[src/hw/rtl/ecgr_peak_mem.sv]
`timescale 1ns / 1ps
// ----------------------------------------------------------------------------
// ecgr_peak_mem
// Peak history: ring memory with fill count, read by age offset.
// ----------------------------------------------------------------------------
module ecgr_peak_mem #(
    parameter int DEPTH = 128,
    parameter int DW    = 18
) (
    input  logic                     i_clk,
    input  logic                     i_rst_n,
    input  logic                     i_wr_en,
    input  logic [DW-1:0]            i_wr_data,
    input  logic                     i_rd_en,
    input  logic [$clog2(DEPTH)-1:0] i_rd_off,
    output logic [DW-1:0]            o_rd_data
);
    localparam int AW = $clog2(DEPTH);

    logic [DW-1:0] mem [DEPTH];
    logic [AW-1:0] r_wptr;
    logic [AW:0]   r_count;
    logic [DW-1:0] r_data;
    logic          r_hit;
    logic [AW:0]   addr_raw;
    logic [AW-1:0] rd_addr;

    // Newest entry sits at wptr-1; offset counts toward older entries
    assign addr_raw = {1'b0, r_wptr} + (AW+1)'(DEPTH - 1) - {1'b0, i_rd_off};
    assign rd_addr  = (addr_raw >= (AW+1)'(DEPTH)) ?
                      AW'(addr_raw - (AW+1)'(DEPTH)) : addr_raw[AW-1:0];

    always_ff @(posedge i_clk) begin
        if (!i_rst_n) begin
            r_wptr  <= '0;
            r_count <= '0;
        end else if (i_wr_en) begin
            r_wptr <= (r_wptr == AW'(DEPTH - 1)) ? '0 : r_wptr + 1'b1;
            if (r_count != (AW+1)'(DEPTH)) begin
                r_count <= r_count + 1'b1;
            end
        end
    end

    always_ff @(posedge i_clk) begin
        if (i_wr_en) begin
            mem[r_wptr] <= i_wr_data;
        end
        if (i_rd_en) begin
            r_data <= mem[rd_addr];
            r_hit  <= {1'b0, i_rd_off} < r_count;
        end
    end

    // Entries never filled read as zero
    assign o_rd_data = r_hit ? r_data : '0;

endmodule

[config.mk]
export PLATFORM = sky130hd
export DESIGN_NAME = ecgr_peak_mem
export DESIGN_NICKNAME = d
export VERILOG_FILES = /design/src/hw/rtl/ecgr_peak_mem.sv
export SDC_FILE = /design/constraint.sdc
export NUM_CORES = 2
export LEC_CHECK = 0
export ABC_AREA = 1
export BUFFER_PORTS_ARGS = -buffer_cell sky130_fd_sc_hd__buf_2
export CAP_MARGIN = 10
export CORE_MARGIN = 2
export CORE_UTILIZATION = 26
export CTS_CLUSTER_SIZE = 14
export DETAILED_ROUTE_END_ITERATION = 12
export HOLD_SLACK_MARGIN = 0.02
export PLACE_DENSITY = 0.45
export SYNTH_ARGS = -nofsm -noshare
export SYNTH_HDL_FRONTEND = slang
export SYNTH_SLANG_ARGS = --single-unit
[constraint.sdc]
create_clock -name i_clk -period 2.9 [get_ports i_clk]
set_input_delay 0.145 -clock i_clk [delete_from_list [all_inputs] [get_ports i_clk]]
set_output_delay 0.145 -clock i_clk [all_outputs]
set_load 0.05 [all_outputs]
Yosys cells after proc, flatten, opt, wreduce, memory -nomap -nowiden
Memory sizes are Yosys's and may differ from the RTL's. A register that Yosys moved wholly into a read port is not among the register bits.
Cells that the tools add are included.
Cells by class
  add/sub/neg operators: 5
  magnitude comparators: 2
  equal/unequal tests: 2
  mux-type cells: 5
  reductions and logical operators: 1
Operators with widths (number)
  $mux W18: 1
  $mux W7: 2
  $add A7 B7 Y8 const B: 1
  $add A8 B1 Y8 const B: 1
  $ge A8 B8 Y1 const B: 1
  $lt A7 B8 Y1: 1
  $ne A8 B8 Y1 const B: 1
  $sub A8 B7 Y8: 1
  $add A7 B1 Y7 const B: 1
  $eq A7 B7 Y1 const B: 1
  $sub A7 B1 Y7 const B: 1
  $mux W1: 2
  $reduce_and A2 Y1: 1
Storage, ports and cells
  flip-flop bits (word level): 16
  bits in writable memories: 2304
  input port bits: 29
  output and inout port bits: 18
  logic and storage cells: 19
  memories: 1
Memory list
  mem: words 128, bits a word 18, rd ports 1, clocked after Yosys merged registers in 1, wr ports 1, RTL line 20  | logic [DW-1:0] mem [DEPTH];

Depth between registers and ports, before layout
  depth in word-level cells: 4
  depth in mapped cells: 19
  gate-level depth less buffers: 15

Worst setup path before layout
Ideal clock, no wire load.
  path type: register to register
  start: register r_wptr[0]
  end: memory mem[95][0], enable pin
  arrival: 2616 ps
  path slack: -131 ps
  stages on the path, launching flop included: 10
  path buffers: 1
  cells stage by stage: dfxtp_1 clkbuf_1 inv_1 nor2_1 inv_1 nor2_1 inv_1 nor3_1 inv_1 nor3_1
RTL lines
  start, declared: RTL line 21  | logic [AW-1:0] r_wptr;
  start signal, assigned: RTL line 38  | r_wptr <= (r_wptr == AW'(DEPTH - 1)) ? '0 : r_wptr + 1'b1;
  end, declared: RTL line 20
No word-level cell before the write port.

Final worst setup path
  start: register r_wptr[0]
  end: register r_data[6], read port of mem, data pin
On the way
  longest elaborated chain between the ends: 4
  elaborated cells between the ends (all ways): 5
Ends and longest elaborated chain
  $add A7 B7 Y8 (*): RTL line 29  | assign addr_raw = {1'b0, r_wptr} + (AW+1)'(DEPTH - 1) - {1'b0, i_rd_off};
  $sub A8 B7 Y8 (*): RTL line 29
  $sub A7 B1 Y7 / $ge A8 B8 Y1 (equally long branches): RTL line 31, 30
  $mux W7 (*): RTL line 30  | assign rd_addr = (addr_raw >= (AW+1)'(DEPTH)) ?
  end, declared: RTL line 23  | logic [DW-1:0] r_data;
Mark *: on every way between the ends. The rest lies on a longest branch, timed or not.
A chain may end at the register's enable or synchronous reset.

==> results.py <==
metrics = {
    "placement": {
        "hpwl_mm": 208,
        "port_buffers": 46,
        "gp_congestion": 0.885,
    },
    "clock_tree": {
        "clock_latency_ns": 0.89,
        "cts_made_buffers": 267,
        "cts_buffer_depth": 4,
        "clkTransAtPathRegs_ns": 0.06,
        "htreeDepth": 5,
        "clkSinkCount": 2338,
        "root_buffer": "clkbuf_16",
        "cts_tree": "yes",
    },
    "detailed_routing": {
        "drc": 0,
        "first_iter_violations": 6546,
        "vias_per_cell": 4.60,
        "first_pass_iters": 6,
        "dr_total_vias": 68460,
        "ant_nets": 0,
        "routed_wl_mm": 337,
        "wire_per_inst_microns": 22.6,
    },
    "critical_path": {
        "arrival_ns": 3.95,
        "crit_path_end_kind": "register",
        "path_max_fanout": 8,
        "required_ns": 3.66,
        "path_class": "reg -> reg",
        "start_kind": "register",
    },
    "global_routing": {
        "grt_max_degree": 74,
        "grt_pass1_wl_mm": 481,
        "grt_usage_pct": 17.2,
        "grt_pass1_vias": 66528,
        "antenna_found_initial": 28,
        "grt_overflow": 0,
    },
    "die": {
        "rows": 225,
        "ios": 47,
        "core_area_sq_mm": 0.376,
        "die-area_sq_mm": 0.383,
        "die_h_microns": 619,
        "initial_utilization_pct": 26.1,
        "die_x_microns": 619,
    },
    "sta": {
        "finalSetupTns_ns": -4.21,
        "hold_viol": 0,
        "clock-skew-final_ns": 0.0315,
        "hold_ws_ns": 0.101,
        "rsz0062_at_grt": "yes",
        "slew_headroom_pct": 32.1,
        "min_period_over_period_pct": 110,
        "fin_crit_ns": 3.19,
        "max_slew.worst_pin.slew_ns": 1.02,
        "setup_ws_ns": -0.291,
        "fmax_mhz": 313,
        "finalSetupViolCount": 18,
        "slew_violations": 0,
    },
    "synth": {
        "synth.distinct_cells": 33,
        "synth_edf_count": 2323,
        "synth_fp_nets": 9158,
        "yosysTopAreaCell": "edfxtp_1",
        "synthArstFlopShare_pct": 0,
        "synth_area_sq_mm": 0.0983,
        "ys_ff_latch": 2338,
        "synth.yosys.seq_area_share_pct": 71.3,
        "yosysWarnings": 0,
        "synth_cells": 9113,
        "synth_flop_cell": "edfxtp_1",
        "synth_area_leaders": "edfxtp_1 71%, nand2_1 11%, nand3_1 5.0%",
        "synth.top_cell.area_share_pct": 71.0,
        "syn_avg_cell_area_sq_um": 10.8,
    },
    "power": {
        "power_density_mw_per_mm2": 696,
        "peakVddDrop_v": 0.000449,
        "p_seq_share_pct": 43.9,
        "switching_share_pct": 27.9,
        "clkPwrFrac_pct": 39.0,
        "p_leak_nw": 46.6,
        "comb_power_share_pct": 17.1,
        "internal_power_mw": 61.2,
        "switching_power_mw": 23.7,
    },
    "status": {
        "outcome": "finished with violations",
        "failed_checks": "negative setup slack",
    },
    "layout": {
        "layout.nets": 9717,
        "drive_gt1_share_pct": 16.6,
        "synthToLayoutAreaGrowth_pct": 24.1,
    },
    "hold_path": {
        "holdCritPathClass": "in -> reg",
    },
    "run": {
        "maxCapViolations": 0,
    },
}
==> critical path, cell delays in order, from the launching register on <==
cell and delay, ns:
dfxtp_2 0.35, ha_4 0.14, fa_4 0.66, buf_6 0.18, inv_16 0.16, buf_16 0.18, buf_12 0.15, buf_4 0.12
o21ai_0 0.06, o21ai_0 0.26, nand2_1 0.10, nand3_1 0.11, nand3_2 0.19, nand3_2 0.15, nand3_4 0.12, nand2_2 0.11
==> path summary, 6_finish.rpt <==
check | from | end | slack [ns] | cells past startpoint
worst max register to register | r_wptr[0] | r_data[6] | -0.29 | 15
worst min register to register | r_count[7] | r_count[7] | 0.49 | 2
worst min-delay path | i_rst_n | r_count[0] | 0.10 | 4
worst max-delay path | r_wptr[0] | r_data[6] | -0.29 | 15
==> Yosys cell counts, types with 10 or more instances <==
library cell     n
nand3_1        989
nor2_1        1018
o21ai_0        520
buf_4           25
ha_1            15
nand2_1       2909
inv_1          651
clkbuf_1       283
edfxtp_1      2323
buf_2          162
buf_1           40
a21oi_1         11
o211ai_1        30
nor3_1          10
dfxtp_1         15
or2_2           83
==> state kept, by name, indices dropped and copies added, names as in the netlist <==
signal / count
r_hit: 1
mem: 2304
r_data: 18
r_count: 8
r_wptr: 7
==> cells by family (layout without fill, tap and decap cells) <==
| group | after synthesis | count (layout) | synth area share [%] |
|---|---|---|---|
| AND/OR/NAND/NOR | 5018 | 5018 | 20.7 |
| flip-flops | 2338 | 2338 | 71.3 |
| buffers and inverters | 1167 | 1929 | 4.76 |
| AO/OA/AOI/OAI | 567 | 567 | 2.98 |
| adder cells (fa/ha/maj) | 16 | 16 | 0.211 |
| XOR/XNOR | 7 | 7 | 0.0968 |
| other | 0 | 14 | 0 |
==> per-stage QoR <==
| step | cell area [sq um] | utilization, % | setup WS [ns] | std cells | power (mW) |
|---|---|---|---|---|---|
| CTS | 121000 | 32.3 | -0.336 | 14860 | 85.3 |
| finish | 122000 | 32.5 | -0.291 | 14883 | 84.8 |
| global placement | 110000 | 29.3 | -1.15 | 14306 | 50.9 |
| global route | 122000 | 32.4 | -0.312 | 14871 | 87.9 |
| detailed placement | 110000 | 29.3 | -1.11 | 14306 | 50.8 |
| floorplan | 98300 | - | 0.322 | 9113 | 44.2 |
==> repair_timing <==
action / 4_1_cts / 5_1_grt
endpoints found under the hold margin: 1354 / 0
resized for setup: 422 / 122
setup buffers: 46 / 7
hold buffers: 23 / 0
endpoints found under the setup margin: 36 / 18
pin swaps: 86 / 51
cloned: 13 / 3
==> placed cells by master, fill, tap and decap left out, types with 16 or more instances in the layout <==
cell / instances
nand3_4: 61
nand3_2: 179
buf_12: 178
edfxtp_1: 2323
bufinv_16: 19
nand2_1: 2827
o211ai_1: 30
o21ai_1: 38
nand3_1: 749
o21ai_0: 479
clkinv_1: 55
nor2_2: 73
buf_6: 46
clkbuf_16: 275
buf_2: 28
clkbuf_1: 52
inv_6: 16
nand2_2: 74
or2_2: 83
inv_1: 651
dlygate4sd3_1: 23
buf_4: 487
clkinv_2: 39
nor2_1: 944
buf_16: 21
==> power by group through the flow <==
| stage | Sequential (mW) | Combinational [mW] | Clock, mW |
|---|---|---|---|
| finish | 37.3 | 14.5 | 33.1 |
| global route | 37.3 | 15.6 | 35.0 |
| CTS | 37.3 | 14.2 | 33.8 |
| detailed placement | 38.0 | 12.8 | 0 |
| global placement | 38.0 | 12.8 | 0 |
| floorplan | 38.0 | 6.26 | 0 |
==> layer usage <==
layer,vias up,GRT usage [%],share of wire [%]
li1,31709,-,-
met1,34301,24.3,46
met2,2034,27.6,46
met3,406,2.17,5.6
met4,10,4.71,2.8
met5,-,0,0.018
==> area by class of cell <==
cell class                 instances  area [sq um]
fill                           37847        254000
antenna                           14          35.0
inverter                         657          2500
clock inverter                   148          1390
multi-input combinational       5608         25700
timing repair inverter             2          25.0
tap                             4994          6250
timing repair buffer             798          8980
clock buffer                     324          7000
sequential                      2338         70100
Note: power is estimated with default switching activity, not from simulation.
