`src/hw/rtl/ecgr_pkg.sv`:
```
`timescale 1ns / 1ps
// ----------------------------------------------------------------------------
// ecgr_pkg
// Shared types and constants of the ECG R-peak detector.
// ----------------------------------------------------------------------------
package ecgr_pkg;

    typedef enum logic [2:0] {
        S_IDLE,
        S_WALK_RD,
        S_WALK_CHK,
        S_AVG,
        S_AVG_WAIT,
        S_PCT,
        S_PCT_WAIT,
        S_FIN
    } t_state;

    typedef enum logic [2:0] {
        M_NONE,
        M_NOISE,
        M_BEAT,
        M_MISS,
        M_SB
    } t_mode;

    typedef enum logic {
        CFG_WEAK_PEAK_LEVEL = 1'b0,
        CFG_MISS_RUN_LIMIT  = 1'b1
    } t_cfg_idx;

    localparam int DIV_DW = 24;
    localparam int DIV_VW = 7;
    localparam int CFG_W  = 18;
    localparam int RR_W   = 16;

    // floor(x / 100) = (x * ceil(2^31 / 100)) >> 31, exact for x below 2^24
    localparam int                       PCT_SHIFT   = 31;
    localparam int                       PCT_RECIP_W = 25;
    localparam logic [PCT_RECIP_W-1:0]   PCT_RECIP   = 25'd21474837;

    localparam logic [RR_W-1:0]   RR_MAX           = 16'hFFFF;
    localparam logic [RR_W-1:0]   RR_HIGH_RESET    = 16'd300;
    localparam logic [CFG_W-1:0]  WEAK_RESET       = 18'd2000;
    localparam logic [3:0]        MISS_LIMIT_RESET = 4'd5;
    localparam logic [3:0]        MISS_RUN_MAX     = 4'd15;
    localparam int                UPPER_RESET      = 1000;
    localparam int                LOWER_RESET      = 500;

    // Limit index: 0 low (92 %), 1 high (116 %), 2 miss (166 %)
    localparam logic [1:0] LIM_LOW  = 2'd0;
    localparam logic [1:0] LIM_HIGH = 2'd1;
    localparam logic [1:0] LIM_MISS = 2'd2;

    typedef struct packed {
        logic              start;
        logic [DIV_DW-1:0] dividend;
        logic [DIV_VW-1:0] divisor;
    } t_div_req;

    function automatic logic [7:0] pct_of(input logic [1:0] idx);
        logic [7:0] v;
        unique case (idx)
            LIM_LOW:  v = 8'd92;
            LIM_HIGH: v = 8'd116;
            default:  v = 8'd166;
        endcase
        return v;
    endfunction

endpackage

```
`src/hw/rtl/ecgr_div.sv`:
```
`timescale 1ns / 1ps
// ----------------------------------------------------------------------------
// ecgr_div
// Shared restoring divider, one quotient bit per cycle.
// ----------------------------------------------------------------------------
module ecgr_div (
    input  logic                       i_clk,
    input  logic                       i_rst_n,
    input  ecgr_pkg::t_div_req         i_req,
    output logic                       o_done,
    output logic [ecgr_pkg::DIV_DW-1:0] o_quot
);
    import ecgr_pkg::*;

    localparam int CW = $clog2(DIV_DW + 1);

    logic [DIV_VW-1:0] r_rem;
    logic [DIV_DW-1:0] r_quo;
    logic [DIV_VW-1:0] r_dvs;
    logic [CW-1:0]     r_cnt;
    logic              r_done;
    logic [DIV_VW:0]   rem_sh;
    logic              fits;

    assign rem_sh = {r_rem, r_quo[DIV_DW-1]};
    assign fits   = rem_sh >= {1'b0, r_dvs};

    always_ff @(posedge i_clk) begin
        if (!i_rst_n) begin
            r_cnt  <= '0;
            r_done <= 1'b0;
        end else begin
            r_done <= 1'b0;
            if (i_req.start) begin
                r_cnt <= CW'(DIV_DW);
            end else if (r_cnt != '0) begin
                r_cnt <= r_cnt - 1'b1;
                if (r_cnt == CW'(1)) begin
                    r_done <= 1'b1;
                end
            end
        end
    end

    always_ff @(posedge i_clk) begin
        if (i_req.start) begin
            r_rem <= '0;
            r_quo <= i_req.dividend;
            r_dvs <= i_req.divisor;
        end else if (r_cnt != '0) begin
            // Subtract when the shifted remainder covers the divisor
            r_rem <= fits ? DIV_VW'(rem_sh - {1'b0, r_dvs}) : rem_sh[DIV_VW-1:0];
            r_quo <= {r_quo[DIV_DW-2:0], fits};
        end
    end

    assign o_done = r_done;
    assign o_quot = r_quo;

endmodule

```
`config.mk`:
```
export PLATFORM = sky130hd
export DESIGN_NAME = ecgr_div
export DESIGN_NICKNAME = d
export VERILOG_FILES = /design/src/hw/rtl/ecgr_pkg.sv /design/src/hw/rtl/ecgr_div.sv
export SDC_FILE = /design/constraint.sdc
export NUM_CORES = 1
export LEC_CHECK = 0
export ABC_AREA = 1
export BUFFER_PORTS_ARGS = -buffer_cell sky130_fd_sc_hd__buf_2
export CAP_MARGIN = 30
export CELL_PAD_IN_SITES_DETAIL_PLACEMENT = 0
export CELL_PAD_IN_SITES_GLOBAL_PLACEMENT = 1
export CORE_ASPECT_RATIO = 0.7
export CORE_MARGIN = 1
export CORE_UTILIZATION = 38
export DETAILED_ROUTE_END_ITERATION = 16
export GPL_ROUTABILITY_DRIVEN = 0
export GPL_TIMING_DRIVEN = 0
export PLACE_DENSITY = 0.77
export SETUP_SLACK_MARGIN = 0.15
export SLEW_MARGIN = 15
export SYNTH_ARGS = -nofsm -noshare
export SYNTH_HDL_FRONTEND = slang
export SYNTH_SLANG_ARGS = --single-unit
```
`constraint.sdc`:
```
create_clock -name i_clk -period 2.56 [get_ports i_clk]
set_clock_uncertainty 0.15 [all_clocks]
set_input_delay 0.384 -clock i_clk [delete_from_list [all_inputs] [get_ports i_clk]]
set_output_delay 0.384 -clock i_clk [all_outputs]
set_load 0.05 [all_outputs]
```
**Word-level counts from Yosys, hierarchy flattened**

Index checks and enable logic that the tools add are counted.

- Register bits: 44
- Input port bits: 34

- Add/sub/neg operators: 2
- Order comparisons: 1
- Equal/unequal tests: 1
- Multiplexer cells: 6
- Bitwise operators: 2
- Reduce and logical (&&, ||, !) cells: 4

Operator list:

| cell | number |
|---|---|
| 24-bit two-way mux | 2 |
| 5-bit two-way mux | 2 |
| 8-bit by 7-bit greater-or-equal comparator with 1-bit output | 1 |
| 7-bit two-way mux | 1 |
| 7-bit subtractor | 1 |
| 5-bit by 1-bit equality test with 1-bit output (second input constant) | 1 |
| 5-bit nonzero test | 1 |
| 5-bit by 1-bit subtractor with 5-bit output (second input constant) | 1 |
| 3-bit OR reduction | 1 |
| 1-bit inverter | 2 |
| 2-bit nonzero test | 1 |
| 2-bit OR reduction | 1 |
| 1-bit two-way mux | 1 |

**Logic depth before layout (Yosys ltp)**

- Depth after elaboration: 3
- Gate-level depth with buffers: 12

**Worst setup path before layout**

No wires, ideal clock.

- Path type: reg-to-reg
- From: reg r_quo[23], in the netlist o_quot[23]
- To: reg r_rem[0]
- Library setup time: 0.076 ns
- Arrival: 2.016 ns
- Slack: 0.318 ns
- Stages on the path, launching flop included: 13
- Buffers on the path: 0
- Cell sequence: edfxtp_1 inv_1 ha_1 fa_1 inv_1 nand2_1 nand2_1 nand2_1 nand2_1 nand2_1 nand3_1 nand3_1 o21ai_2

- Longest elaborated chain between the ends: 2
- Elaborated cells on any way between the ends: 3
- Classes of those cells: add/sub: 1; order compare: 1; mux: 1

Ends and longest elaborated chain:

| item | RTL line | RTL |
|---|---|---|
| start: declaration | ecgr_div.sv:18 | `logic [DIV_DW-1:0] r_quo;` |
| start signal: assignment | ecgr_div.sv:48 | `r_quo <= i_req.dividend;` |
| start signal: assignment | ecgr_div.sv:53 | `r_quo <= {r_quo[DIV_DW-2:0], fits};` |
| 7-bit subtractor or 8-bit by 7-bit greater-or-equal comparator with 1-bit output (tied branches) | ecgr_div.sv:52, ecgr_div.sv:26 |  |
| 7-bit two-way mux * | ecgr_div.sv:52 | `r_rem <= fits ? DIV_VW'(rem_sh - {1'b0, r_dvs}) : rem_sh[DIV_VW-1:0];` |
| end signal: assignment | ecgr_div.sv:52 |  |
| end: declaration | ecgr_div.sv:17 | `logic [DIV_VW-1:0] r_rem;` |

Every way passes the cells marked *; elsewhere a longest branch is shown, timed or not.
A chain may end at the register's enable or synchronous reset.

**Worst setup path after layout**

- From: reg r_quo[23], in the netlist o_quot[23]
- To: reg r_rem[2]

The elaborated chain is that of the path after synthesis.

==> flow_summary.ini <==
[worst_hold_path]
hp-class = in2reg
min_path_cells = 1

[detailed_routing]
drcViolationCount = 0
wl_per_cell_um = 12.1
vias = 1860
ant_nets = 0
detail_route.first_pass.iterations = 4
viasPerCell = 4.58
drt_iter0_drc = 102
wirelength_um = 4900

[yosys]
synth_edf_count = 31
netlist_instances = 264
synth_top_area_cell = edfxtp_1
synth_common_cells = 118 x nand2_1, 31 x edfxtp_1, 31 x inv_1
synthTopCellsByArea = edfxtp_1 41%, nand2_1 20%, dfxtp_1 12%, inv_1 5.1%, ha_1 5.0%
synth-seq-cells = 44
synth_cell_type_count = 29
synth_area_per_cell_sq_um = 8.57
synth.most_common_cell = nand2_1
netlist.area_leader.share = 0.412
async_flop_share = 0
yosysWarnings = 0
yosysSeqAreaShare = 0.527
ys.flop_type = edfxtp_1
synth_nets = 308
synth_area_sq_um = 2260

[clock_network]
cts_root_buf = clkbuf_8
postCtsResizedCells = 0
post_cts_buffers = 0
clkLatencyLatePin_ns = 0.30
ctsHtreeMaxLevel = 2
numCtsBuffers = 5
ctsHoldBuffers = 0
clockBufferDepth = 2
cts.clk_slew.worst_paths_ns = 0.09
cts_tree = yes
clkSinkCount = 44

[pwr]
clkPwrFrac = 0.237
switching_share = 0.388
vdd_ir_drop_max_mv = 0.319
pwr-share-comb = 0.397
p_leak_nw = 1.44
switching_power_w = 0.00104
seq_power_share = 0.366
power.internal_w = 0.00164
p_per_area_nw_per_um2 = 956

[timing]
max_freq_ghz = 0.446
rsz0062_at_grt = no
setup_viol = 0
slew_violations = 0
period_needed_ns = 2.24
finalCritPeriodShare = 0.876
hold_violations = 0
slew_headroom = 0.708
fin_setup_tns_ns = 0
whs_ns = 0.102
tightestPinTransition_ns = 0.438

[setup_path]
slowest_delay_ns = 0.41
crit_path_max_fanout = 8
worstSetupPathType = reg2reg
cpMostUsedCell = nand2_1
arrival_ns = 2.33
endpoint_kind = register
reg2reg_depth = 12
required_ns = 2.65
start_kind = register
crit_slowest_cell = fa_1
path_cells = inv_1 > ha_1 > fa_1 > inv_1 > nand2_1 > nand2_1 > nand2_1 > nand2_1 > nand2_1 > nand3b_1 > nand3_1 > nand2_1

[die]
die_h_um = 66.6
start_util = 0.395
rows = 23
core_area_sq_um = 5730
die_w_um = 94.2
dieArea_sq_um = 6270
io_pins = 59

[placement]
port_buffers = 58
dp_hpwl_um = 3600

[finish]
fin_nets = 374
layout-drive-gt1-share = 0.236
n_antenna_cell = 0
syn2layout_area_growth_pct = 24.1

[global_routing]
grt_overflow_total = 0
antenna_found_initial = 0
grt_pass1_vias = 1602
grt_pass1_wl_um = 7730
grt_use_total = 0.166
grt_max_degree = 26

[status]
status = finished clean

[flow_run]
maxCapViolations = 0
[cells in the final DEF (no fill, tap or decap), types with 3 or more instances in the layout]
cell	n
inv_1	31
clkbuf_8	5
buf_2	59
nand4_1	3
nand2_1	118
a21oi_1	3
nor2_1	8
clkbuf_1	3
dfxtp_1	13
edfxtp_1	31
nand3b_1	5
nand3_1	17
ha_1	9
[worst max-delay path, delay by kind of cell, from the launching register on]
kind | cells | cell delay [ns]
AND/OR/NAND/NOR | 8 | 0.87
adder cells (fa/ha/maj) | 2 | 0.64
flip-flops | 1 | 0.36
buffers and inverters | 2 | 0.15
[path summary, 6_finish.rpt]
path / startpoint / endpoint / slack, ns
min reg2reg: r_cnt[4] / o_done / 0.31
max: o_quot[23] / r_rem[2] / 0.32
max reg2reg: o_quot[23] / r_rem[2] / 0.32
min: i_req[6] / r_dvs[6] / 0.10
[through the flow]
step	util	worst slack (ns)	area, sq um	std cells	total power, W
6_report	0.490	0.318	2810	406	0.00268
5_1_grt	0.490	0.158	2810	406	0.00285
4_1_cts	0.485	0.245	2780	405	0.00270
3_5_place_dp	0.462	0.238	2650	397	0.00205
3_3_place_gp	0.462	0.262	2650	397	0.00204
2_1_floorplan	-	0.318	2260	264	0.00181
[routing by layer]
layer	vias to the layer above	routed length [um]	track usage
met2	44	2050	0.229
met4	0	81	0.0692
met5	-	0	0
met3	7	262	0.0377
met1	834	2510	0.243
li1	975	-	-
[registers in the layout (all words and copies together) (netlist names)]
register  cells
o_done        1
r_rem         7
r_dvs         7
r_cnt         5
o_quot       24
[area by class of cell]
cell class | count | area, sq um
fillers | 578 | 2920
flip-flops and latches | 44 | 1190
multi-input cells | 183 | 931
repair buffers | 59 | 318
inverters | 32 | 120
well taps | 75 | 93.8
clock buffers | 6 | 72.6
clock inverters | 2 | 60.1
plain buffers | 5 | 20.0
[power by group through the flow]
stage | combinational [W] | clock [W] | sequential [W]
6_report | 0.00107 | 0.000635 | 0.000983
3_5_place_dp | 0.00105 | 0 | 0.00100
2_1_floorplan | 0.000585 | 0 | 0.00122
4_1_cts | 0.00106 | 0.000656 | 0.000985
3_3_place_gp | 0.00104 | 0 | 0.000998
5_1_grt | 0.00118 | 0.000677 | 0.00100
[cells by family after synthesis]
kind of cell | Yosys count | share of synthesized area
AOI/OAI and AO/OA | 10 | 0.0310
xor gates and xnor gates | 3 | 0.0116
adders and majority gates | 10 | 0.0586
buffers and inverters | 37 | 0.0619
DFF | 44 | 0.527
and+or+nand+nor | 160 | 0.310
No activity file was read; power rests on OpenSTA's default activity.
